File: src/cfp_pkg.sv
// Shared types and constants for the CAN signal frame packer.
`timescale 1ns / 1ps

package cfp_pkg;

  localparam int FRAME_W   = 64;
  localparam int VALUE_W   = 48;
  localparam int FACTOR_W  = 32;
  localparam int START_W   = 6;
  localparam int LEN_W     = 7;
  localparam int FLEN_W    = 4;
  localparam int MAG_W     = VALUE_W + 1;
  localparam int NUM_W     = MAG_W + 1;
  localparam int DEN_W     = FACTOR_W + 1;
  localparam int CNT_W     = $clog2(NUM_W);
  localparam int FLEN_RESET = 8;

  typedef struct packed {
    logic load;
    logic step;
    logic sat;
    logic place;
    logic emit;
  } cfp_cmd_t;

  typedef struct packed {
    logic last;
    logic out_free;
  } cfp_sts_t;

endpackage

File: src/cfp_if.sv
// Request channels of the frame packer: signal requests in, frames out.
`timescale 1ns / 1ps

interface cfp_in_if import cfp_pkg::*; ();
  logic                       valid;
  logic                       ready;
  logic signed [VALUE_W-1:0]  phys_value;
  logic signed [VALUE_W-1:0]  signal_offset;
  logic [FACTOR_W-1:0]        scale_factor;
  logic [START_W-1:0]         start_bit;
  logic [LEN_W-1:0]           bit_length;
  logic                       little_endian;
  logic                       last_signal;

  modport source (
    output valid, phys_value, signal_offset, scale_factor, start_bit, bit_length,
           little_endian, last_signal,
    input  ready
  );
  modport sink (
    input  valid, phys_value, signal_offset, scale_factor, start_bit, bit_length,
           little_endian, last_signal,
    output ready
  );
endinterface

interface cfp_out_if import cfp_pkg::*; ();
  logic               valid;
  logic               ready;
  logic [FRAME_W-1:0] frame_data;
  logic               clamped_any;

  modport source (output valid, frame_data, clamped_any, input ready);
  modport sink   (input valid, frame_data, clamped_any, output ready);
endinterface

File: src/can_signal_frame_packer.sv
// Top level of the CAN signal frame packer.
`timescale 1ns / 1ps
//
// Packs DBC signals into a CAN frame. Each request on sig_in carries one
// signal: value and offset in signed Q31.16, factor in unsigned Q16.16,
// start bit, length, byte order and a last flag. The raw value
// round((value - offset) / factor) is saturated to [0, 2^length - 1] and
// written into a 64-bit frame buffer in Intel or Motorola layout; bits at
// or past 8 * frame_length are dropped. A request marked last puts the
// frame, bytes past frame_length zeroed, and the saturation flag on
// frame_out, then clears the buffer and flag.
// frame_length is written through cfg_we / cfg_data; the user must do so
// only while the block is idle, which the block does not enforce. Each
// request passes through accept, 50 steps of the serial radix-2 divider,
// saturate and place; a last request adds an emit step. The output register
// lets the next request in while a frame waits; a further last request
// holds in its emit step until frame_out is taken. Reset clears the buffer,
// the flag and the output valid, and sets frame_length 8.
module can_signal_frame_packer import cfp_pkg::*; #(
  parameter int MAX_FRAME_BYTES = 8
) (
  input  logic              clk,
  input  logic              rst,
  input  logic              cfg_we,
  input  logic [FLEN_W-1:0] cfg_data,
  cfp_in_if.sink            sig_in,
  cfp_out_if.source         frame_out
);

  cfp_cmd_t cmd;
  cfp_sts_t sts;
  logic     in_ready;

  assign sig_in.ready = in_ready;

  cfp_ctrl u_ctrl (
    .clk      (clk),
    .rst      (rst),
    .in_valid (sig_in.valid),
    .in_ready (in_ready),
    .sts      (sts),
    .cmd      (cmd)
  );

  cfp_datapath #(
    .MAX_FRAME_BYTES (MAX_FRAME_BYTES)
  ) u_datapath (
    .clk           (clk),
    .rst           (rst),
    .cfg_we        (cfg_we),
    .cfg_data      (cfg_data),
    .cmd           (cmd),
    .sts           (sts),
    .phys_value    (sig_in.phys_value),
    .signal_offset (sig_in.signal_offset),
    .scale_factor  (sig_in.scale_factor),
    .start_bit     (sig_in.start_bit),
    .bit_length    (sig_in.bit_length),
    .little_endian (sig_in.little_endian),
    .last_signal   (sig_in.last_signal),
    .out_ready     (frame_out.ready),
    .out_valid     (frame_out.valid),
    .out_frame     (frame_out.frame_data),
    .out_clamp     (frame_out.clamped_any)
  );

endmodule

File: src/cfp_ctrl.sv
// Sequencer of the frame packer: accept, divide, saturate, place, emit.
`timescale 1ns / 1ps

module cfp_ctrl import cfp_pkg::*; (
  input  logic     clk,
  input  logic     rst,
  input  logic     in_valid,
  output logic     in_ready,
  input  cfp_sts_t sts,
  output cfp_cmd_t cmd
);

  localparam logic [2:0] S_IDLE  = 3'd0;
  localparam logic [2:0] S_DIV   = 3'd1;
  localparam logic [2:0] S_SAT   = 3'd2;
  localparam logic [2:0] S_PLACE = 3'd3;
  localparam logic [2:0] S_EMIT  = 3'd4;

  localparam logic [CNT_W-1:0] STEP_LAST = CNT_W'(NUM_W - 1);

  logic [2:0]       state;
  logic [2:0]       state_next;
  logic [CNT_W-1:0] step_cnt;

  always_comb begin
    state_next = state;
    cmd        = '0;
    in_ready   = 1'b0;
    unique case (state)
      S_IDLE: begin
        in_ready = 1'b1;
        if (in_valid) begin
          cmd.load   = 1'b1;
          state_next = S_DIV;
        end
      end
      S_DIV: begin
        cmd.step = 1'b1;
        if (step_cnt == STEP_LAST) state_next = S_SAT;
      end
      S_SAT: begin
        cmd.sat    = 1'b1;
        state_next = S_PLACE;
      end
      S_PLACE: begin
        cmd.place  = 1'b1;
        state_next = sts.last ? S_EMIT : S_IDLE;
      end
      S_EMIT: begin
        if (sts.out_free) begin
          cmd.emit   = 1'b1;
          state_next = S_IDLE;
        end
      end
      default: state_next = S_IDLE;
    endcase
  end

  always_ff @(posedge clk) begin
    if (rst) begin
      state    <= S_IDLE;
      step_cnt <= '0;
    end else begin
      state <= state_next;
      if (state == S_DIV) step_cnt <= step_cnt + 1'b1;
      else                step_cnt <= '0;
    end
  end

  a_div_ends: assert property (@(posedge clk) disable iff (rst)
    state == S_DIV && step_cnt == STEP_LAST |=> state == S_SAT)
    else $error("division did not hand over to saturation");

  a_ready_idle: assert property (@(posedge clk) disable iff (rst)
    in_valid && in_ready |=> state == S_DIV && step_cnt == '0)
    else $error("accepted request did not start the divider");

endmodule

File: src/cfp_datapath.sv
// Datapath of the frame packer: serial divider, saturation, bit placement, output register.
`timescale 1ns / 1ps

module cfp_datapath import cfp_pkg::*; #(
  parameter int MAX_FRAME_BYTES = 8
) (
  input  logic                      clk,
  input  logic                      rst,
  input  logic                      cfg_we,
  input  logic [FLEN_W-1:0]         cfg_data,
  input  cfp_cmd_t                  cmd,
  output cfp_sts_t                  sts,
  input  logic signed [VALUE_W-1:0] phys_value,
  input  logic signed [VALUE_W-1:0] signal_offset,
  input  logic [FACTOR_W-1:0]       scale_factor,
  input  logic [START_W-1:0]        start_bit,
  input  logic [LEN_W-1:0]          bit_length,
  input  logic                      little_endian,
  input  logic                      last_signal,
  input  logic                      out_ready,
  output logic                      out_valid,
  output logic [FRAME_W-1:0]        out_frame,
  output logic                      out_clamp
);

  function automatic logic [FRAME_W-1:0] len_mask(input logic [LEN_W-1:0] n);
    logic [FRAME_W-1:0] m;
    m = (n >= LEN_W'(FRAME_W)) ? '1 : ((FRAME_W'(1) << n) - 1'b1);
    return m;
  endfunction

  function automatic logic [FRAME_W-1:0] byte_mask(input logic [FLEN_W-1:0] n);
    logic [FRAME_W-1:0] m;
    m = (n >= FLEN_W'(8)) ? '1 : ((FRAME_W'(1) << {n, 3'b000}) - 1'b1);
    return m;
  endfunction

  function automatic logic [FRAME_W-1:0] byte_swap(input logic [FRAME_W-1:0] v);
    logic [FRAME_W-1:0] r;
    for (int k = 0; k < 8; k++) r[8*k +: 8] = v[8*(7-k) +: 8];
    return r;
  endfunction

  localparam logic [FLEN_W-1:0] FLEN_MAX = FLEN_W'(MAX_FRAME_BYTES);

  logic [FLEN_W-1:0]  frame_length;
  logic [NUM_W-1:0]   num;
  logic [DEN_W-1:0]   den;
  logic [DEN_W-1:0]   rem;
  logic [NUM_W-1:0]   quo;
  logic               diff_neg;
  logic [START_W-1:0] start;
  logic [LEN_W-1:0]   len;
  logic               intel;
  logic               last;
  logic [FRAME_W-1:0] raw;
  logic [FRAME_W-1:0] fmask;
  logic [FRAME_W-1:0] frame_buffer;
  logic               clamp_seen;

  logic signed [MAG_W-1:0] diff;
  logic [MAG_W-1:0]        mag;
  logic [FACTOR_W-1:0]     f_eff;
  logic [DEN_W:0]          rem_sh;
  logic                    rem_ge;
  logic [FRAME_W-1:0]      q64;
  logic [FRAME_W-1:0]      maxv;
  logic [FLEN_W-1:0]       active;
  logic [FRAME_W-1:0]      lim;
  logic [START_W-1:0]      msb_lin;
  logic [7:0]              sh;
  logic [7:0]              sh_neg;
  logic [FRAME_W-1:0]      mot_val;
  logic [FRAME_W-1:0]      mot_msk;
  logic [FRAME_W-1:0]      val;
  logic [FRAME_W-1:0]      msk;

  always_comb begin
    diff   = MAG_W'(phys_value) - MAG_W'(signal_offset);
    mag    = diff[MAG_W-1] ? MAG_W'(-diff) : MAG_W'(diff);
    f_eff  = (scale_factor == '0) ? FACTOR_W'(1) : scale_factor;
    rem_sh = {rem, num[NUM_W-1]};
    rem_ge = rem_sh >= {1'b0, den};
    q64    = FRAME_W'(quo);
    maxv   = len_mask(len);
    active = (frame_length > FLEN_MAX) ? FLEN_MAX : frame_length;
    lim    = byte_mask(active);
    msb_lin = start ^ START_W'(7);
    sh      = 8'd64 - {2'b00, msb_lin} - {1'b0, len};
    sh_neg  = 8'd0 - sh;
    if (sh[7]) begin
      mot_val = raw >> sh_neg[6:0];
      mot_msk = fmask >> sh_neg[6:0];
    end else begin
      mot_val = raw << sh[6:0];
      mot_msk = fmask << sh[6:0];
    end
    if (intel) begin
      val = raw << start;
      msk = fmask << start;
    end else begin
      val = byte_swap(mot_val);
      msk = byte_swap(mot_msk);
    end
    msk = msk & lim;
  end

  assign sts.last     = last;
  assign sts.out_free = !out_valid || out_ready;

  always_ff @(posedge clk) begin
    if (cmd.load) begin
      diff_neg <= diff[MAG_W-1];
      num      <= {mag, 1'b0} + NUM_W'(f_eff);
      den      <= {f_eff, 1'b0};
      rem      <= '0;
      quo      <= '0;
      start    <= start_bit;
      len      <= (bit_length > LEN_W'(FRAME_W)) ? LEN_W'(FRAME_W) : bit_length;
      intel    <= little_endian;
      last     <= last_signal;
    end else if (cmd.step) begin
      num <= num << 1;
      rem <= rem_ge ? DEN_W'(rem_sh - {1'b0, den}) : rem_sh[DEN_W-1:0];
      quo <= {quo[NUM_W-2:0], rem_ge};
    end
    if (cmd.sat) begin
      fmask <= maxv;
      if (diff_neg)       raw <= '0;
      else if (q64 > maxv) raw <= maxv;
      else                raw <= q64;
    end
    if (cmd.emit) begin
      out_frame <= frame_buffer & lim;
      out_clamp <= clamp_seen;
    end
  end

  always_ff @(posedge clk) begin
    if (rst) begin
      frame_length <= FLEN_W'(FLEN_RESET);
      frame_buffer <= '0;
      clamp_seen   <= 1'b0;
      out_valid    <= 1'b0;
    end else begin
      if (cfg_we) frame_length <= cfg_data;
      if (cmd.sat && ((diff_neg && quo != '0) || (!diff_neg && q64 > maxv)))
        clamp_seen <= 1'b1;
      if (cmd.place) frame_buffer <= (frame_buffer & ~msk) | (val & msk);
      if (cmd.emit) begin
        frame_buffer <= '0;
        clamp_seen   <= 1'b0;
        out_valid    <= 1'b1;
      end else if (out_ready) begin
        out_valid <= 1'b0;
      end
    end
  end

  a_emit_clears: assert property (@(posedge clk) disable iff (rst)
    cmd.emit |=> frame_buffer == '0 && !clamp_seen && out_valid)
    else $error("emit did not clear the buffer or load the output");

  a_emit_free: assert property (@(posedge clk) disable iff (rst)
    cmd.emit |-> !out_valid || out_ready)
    else $error("emit while the output register was still full");

  a_load_clean: assert property (@(posedge clk) disable iff (rst)
    cmd.load |=> rem == '0 && quo == '0 && den != '0)
    else $error("divider not started clean");

endmodule

File: src/flat_wrapper.sv
// flat-port wrapper written by rule: the top's interface ports become plain ports
module can_signal_frame_packer_flat import cfp_pkg::*;
#(
  parameter int MAX_FRAME_BYTES = 8
)
  (clk, rst, cfg_we, cfg_data, sig_in_valid, sig_in_phys_value, sig_in_signal_offset, sig_in_scale_factor, sig_in_start_bit, sig_in_bit_length, sig_in_little_endian, sig_in_last_signal, sig_in_ready, frame_out_valid, frame_out_frame_data, frame_out_clamped_any, frame_out_ready);
  cfp_in_if sig_in_i ();
  cfp_out_if frame_out_i ();
  input  logic clk;
  input  logic rst;
  input  logic cfg_we;
  input  logic [FLEN_W-1:0] cfg_data;
  input wire logic [$bits(sig_in_i.valid)-1:0] sig_in_valid;
  input wire logic [$bits(sig_in_i.phys_value)-1:0] sig_in_phys_value;
  input wire logic [$bits(sig_in_i.signal_offset)-1:0] sig_in_signal_offset;
  input wire logic [$bits(sig_in_i.scale_factor)-1:0] sig_in_scale_factor;
  input wire logic [$bits(sig_in_i.start_bit)-1:0] sig_in_start_bit;
  input wire logic [$bits(sig_in_i.bit_length)-1:0] sig_in_bit_length;
  input wire logic [$bits(sig_in_i.little_endian)-1:0] sig_in_little_endian;
  input wire logic [$bits(sig_in_i.last_signal)-1:0] sig_in_last_signal;
  output wire logic [$bits(sig_in_i.ready)-1:0] sig_in_ready;
  output wire logic [$bits(frame_out_i.valid)-1:0] frame_out_valid;
  output wire logic [$bits(frame_out_i.frame_data)-1:0] frame_out_frame_data;
  output wire logic [$bits(frame_out_i.clamped_any)-1:0] frame_out_clamped_any;
  input wire logic [$bits(frame_out_i.ready)-1:0] frame_out_ready;
  assign sig_in_i.valid = sig_in_valid;
  assign sig_in_i.phys_value = sig_in_phys_value;
  assign sig_in_i.signal_offset = sig_in_signal_offset;
  assign sig_in_i.scale_factor = sig_in_scale_factor;
  assign sig_in_i.start_bit = sig_in_start_bit;
  assign sig_in_i.bit_length = sig_in_bit_length;
  assign sig_in_i.little_endian = sig_in_little_endian;
  assign sig_in_i.last_signal = sig_in_last_signal;
  assign sig_in_ready = sig_in_i.ready;
  assign frame_out_valid = frame_out_i.valid;
  assign frame_out_frame_data = frame_out_i.frame_data;
  assign frame_out_clamped_any = frame_out_i.clamped_any;
  assign frame_out_i.ready = frame_out_ready;
  can_signal_frame_packer #(.MAX_FRAME_BYTES(MAX_FRAME_BYTES)) u_core (.clk(clk), .rst(rst), .cfg_we(cfg_we), .cfg_data(cfg_data), .sig_in(sig_in_i), .frame_out(frame_out_i));
endmodule
File: config.mk
export PLATFORM = sky130hd
export DESIGN_NAME = can_signal_frame_packer_flat
export DESIGN_NICKNAME = d
export VERILOG_FILES = /design/src/cfp_pkg.sv /design/src/cfp_if.sv /design/src/can_signal_frame_packer.sv /design/src/cfp_ctrl.sv /design/src/cfp_datapath.sv /design/src/flat_wrapper.sv
export SDC_FILE = /design/constraint.sdc
export NUM_CORES = 2
export LEC_CHECK = 0
export BUFFER_PORTS_ARGS = -buffer_cell sky130_fd_sc_hd__buf_2
export CORE_MARGIN = 1
export CORE_UTILIZATION = 40
export CTS_CLUSTER_SIZE = 25
export DETAILED_ROUTE_END_ITERATION = 7
export GPL_ROUTABILITY_DRIVEN = 0
export PLACE_DENSITY = 0.57
export SETUP_SLACK_MARGIN = 0.1
export SLEW_MARGIN = 10
export SYNTH_ARGS = -nofsm -noshare
export SYNTH_HDL_FRONTEND = slang
export SYNTH_SLANG_ARGS = --single-unit
File: constraint.sdc
create_clock -name clk -period 12.8 [get_ports clk]
set_clock_uncertainty 0.2 [all_clocks]
set_input_delay 3.84 -clock clk [delete_from_list [all_inputs] [get_ports clk]]
set_output_delay 3.84 -clock clk [all_outputs]
set_load 0.01 [all_outputs]
==> metrics.log <==
[metrics] via count of the first global-routing pass: 49311
[metrics] Wirelength per Cell: 27.7 um
[metrics] antenna-violating nets left: 0
[metrics] Tightest Hold Check Type: flop to flop
[metrics] power share of the sequential group: 0.133
[metrics] detailed-route via count: 54167
[metrics] sequential share of the synthesized area: 0.232
[metrics] gate count of the mapped netlist: 6681
[metrics] Pleak: 22.0 nW
[metrics] post-cts sizing count: 0
[metrics] Worst Tran Pin Value: 1.32 ns
[metrics] Setup CP Type: input pin to flop
[metrics] CTS Hold Buffers Added: 0
[metrics] Initial Utilization: 0.405
[metrics] share of the synthesized area in the top cell type: 0.169
[metrics] max capacitance violation total: 0
[metrics] relative contribution of the clock network to total power: 0.092
[metrics] Logic pwr share: 0.775
[metrics] arrival time worst endpoint: 10.65 ns
[metrics] post-detailed-route via-to-cell ratio: 6.66
[metrics] first-pass GRT wire length: 329000 um
[metrics] Final setup viols: 0
[metrics] Critical Path Sink Type: flop
[metrics] outcome: finished, violations left
[metrics] clock slew at the register clock pins of the worst setup and hold paths: 0.06 ns
[metrics] data required time at the worst endpoint: 13.01 ns
[metrics] root buf cell: clkbuf_16
[metrics] Iter 0 DRT Violations: 8450
[metrics] final worst path period share: 0.816
[metrics] final critical delay including setup and external delays: 10.44 ns
[metrics] Area Overhead vs Synth: 6.62%
[metrics] switch share: 0.595
[metrics] cell area power density: 301 mW/mm2
[metrics] worst-case setup slack after placement: 1.84 ns
[metrics] most frequently used flop master after synthesis: edfxtp_1
[metrics] most used cells in the layout excluding fill and tap cells: 1199 x nand2_1, 656 x nor2_1, 573 x a21oi_1
[metrics] Overflow after GRT: 0
[metrics] Die Width: 362 um
[metrics] Int Power: 6.72 mW
[metrics] CTS tree: done
[metrics] proportion of synthesized flip-flops having asynchronous set or reset: 0
[metrics] most common cell after layout, fill and taps aside: nand2_1
[metrics] core region area: 0.128 mm2
[metrics] buffer count from post-CTS setup fixing: 0
[metrics] number of iterations in the first detailed-routing pass: 8
[metrics] area enclosed by the die boundary: 0.131 mm2
[metrics] EDFF count, synth: 291
[metrics] relative max-transition margin: 0.108
[metrics] biggest area consumer among synthesized cells: edfxtp_1
[metrics] area occupied by multi-input gates: 0.0367 mm2
[metrics] number of buffers on the longest clock path: 3
[metrics] count of clock tree sinks: 453
[metrics] post-layout worst setup margin: 2.36 ns
[metrics] total wirelength of the detailed-routed design: 225000 um
[metrics] Reg area: 0.0120 mm2
[metrics] unique cell type count in the Yosys netlist: 122
[metrics] clock insertion delay at the later pin of the skew report: 0.68 ns
[metrics] switching power summed over all nets: 9.87 mW
[metrics] final sum of negative setup slack: 0 ns
[metrics] fin util: 0.431
[metrics] antenna violations before repair: 12
[metrics] Port Buffers: 218
[metrics] maximum resistive drop on vdd: 0.306 mV
[metrics] Worst Path Max Fanout: 31
[metrics] global router's overall resource usage: 0.331
[metrics] mean instance size in the synthesized netlist: 7.74 um2
[metrics] violations in the final reports: design-rule violations
[metrics] Post-Syn Area: 0.0517 mm2
[metrics] Worst Setup Start Kind: input pin
[metrics] CTS H-tree depth: 2
[metrics] count of unresolved DRC violations after routing: 29
[metrics] Final Hold Violating Endpoints: 0
[metrics] fraction of final layout cells with drive strength greater than 1: 0.127
[metrics] number of rows in the core area: 131
[metrics] DP HPWL: 166000 um
[metrics] RSZ-0062 raised after global routing: false
[metrics] count of final max-slew check failures: 0
[metrics] final hold slack: 0.234 ns
[metrics] ranking of synthesized cells by area: edfxtp_1 17%, mux4_2 12%, nand2_1 8.7%
[metrics] number of CTS-inserted buffers: 53
[metrics] Synth Warn #: 0
[metrics] largest net degree at the start of global routing: 164
[metrics] number of fillers in the final layout: 13068
[metrics] post-synthesis register bit count: 453
[metrics] DIE HEIGHT: 362 um
[metrics] fmax: 95.8 MHz
[metrics] top-level port count: 219
[metrics] net total in the final layout: 6762
==> power groups by stage <==
stage / sequential, mW / combinational (mW) / clock (mW)
4_1_cts: 2.19 / 12.1 / 1.54
3_5_place_dp: 2.22 / 12.1 / 0
3_3_place_gp: 2.21 / 12.1 / 0
5_1_grt: 2.23 / 13.4 / 1.60
2_1_floorplan: 2.03 / 8.48 / 0
6_report: 2.21 / 12.9 / 1.52
==> worst paths after layout <==
path | slack, ns | cells past startpoint | to | startpoint
max | 2.36 | 28 | u_core.u_datapath.num[36] | sig_in_signal_offset[20]
min | 0.23 | 0 | u_core.u_datapath.out_clamp | u_core.u_datapath.clamp_seen
max reg2reg | 3.52 | 29 | u_core.u_datapath.raw[44] | u_core.u_datapath.len[6]
min reg2reg | 0.23 | 0 | u_core.u_datapath.out_clamp | u_core.u_datapath.clamp_seen
==> area by class of cell <==
type / instances / area share
antenna: 5 / 0.000227
clock buffer: 68 / 0.0260
clock inverter: 32 / 0.00495
inverter: 212 / 0.0146
multi-input combinational: 5396 / 0.666
sequential: 453 / 0.217
tap: 1662 / 0.0377
timing repair buffer: 311 / 0.0334
==> synthesized netlist by cell type, drive strengths merged, types with 96 or more instances <==
cell,number
a211oi,105
a21oi,580
buf,105
clkbuf,526
dfxtp,162
edfxtp,291
ha,179
inv,206
mux2i,357
mux4,279
nand2,1203
nand3,117
nor2,665
nor2b,116
nor3,105
o21ai,540
xnor2,96
==> worst max-delay path: stages <==
cell and delay (ns):
buf_2 0.08, inv_1 0.03, ha_1 0.50, nand4_1 0.21
or2_2 0.39, o22ai_1 0.28, o21ai_0 0.19, a31oi_1 0.51
a41oi_1 0.26, a21oi_2 0.23, inv_2 0.26, o21ai_0 0.41
ha_1 0.31, a21o_1 0.15, a21oi_1 0.21, o21bai_1 0.09
a21oi_1 0.28, o2111ai_1 0.19, a311oi_1 0.45, o21ai_0 0.19
a21oi_1 0.28, nor3_1 0.08, o21ai_0 0.44, inv_1 0.20
a22oi_1 0.19, o22ai_1 0.12, xor2_1 0.15, o21ai_0 0.08
==> per-layer routing <==
| layer | global-route usage | part of all wire | wire length [um] | up-vias |
|---|---|---|---|---|
| li1 | - | - | - | 23889 |
| met1 | 0.421 | 0.38 | 86100 | 25704 |
| met2 | 0.496 | 0.42 | 95800 | 3694 |
| met3 | 0.0924 | 0.12 | 26600 | 862 |
| met5 | 0.00111 | 0.00058 | 131 | - |
| met4 | 0.204 | 0.075 | 16900 | 18 |
==> cell families after synthesis <==
group	after synthesis	share of synthesized area
flip-flops	453	0.232
other	1	0.0000725
AND/OR/NAND/NOR	2478	0.207
multiplexers	671	0.198
AO/OA/AOI/OAI	1884	0.226
XOR/XNOR	166	0.0284
buffers and inverters	845	0.0640
adder cells (fa/ha/maj)	183	0.0448
==> stage by stage <==
step | total power [mW] | cells | instance area [um2]
2_1_floorplan | 10.5 | 6694 | 51800
3_3_place_gp | 14.3 | 8034 | 53400
3_5_place_dp | 14.3 | 8034 | 53400
4_1_cts | 15.9 | 8134 | 55100
5_1_grt | 17.2 | 8134 | 55100
6_report | 16.6 | 8139 | 55100
No activity file was read; power rests on OpenSTA's default activity.
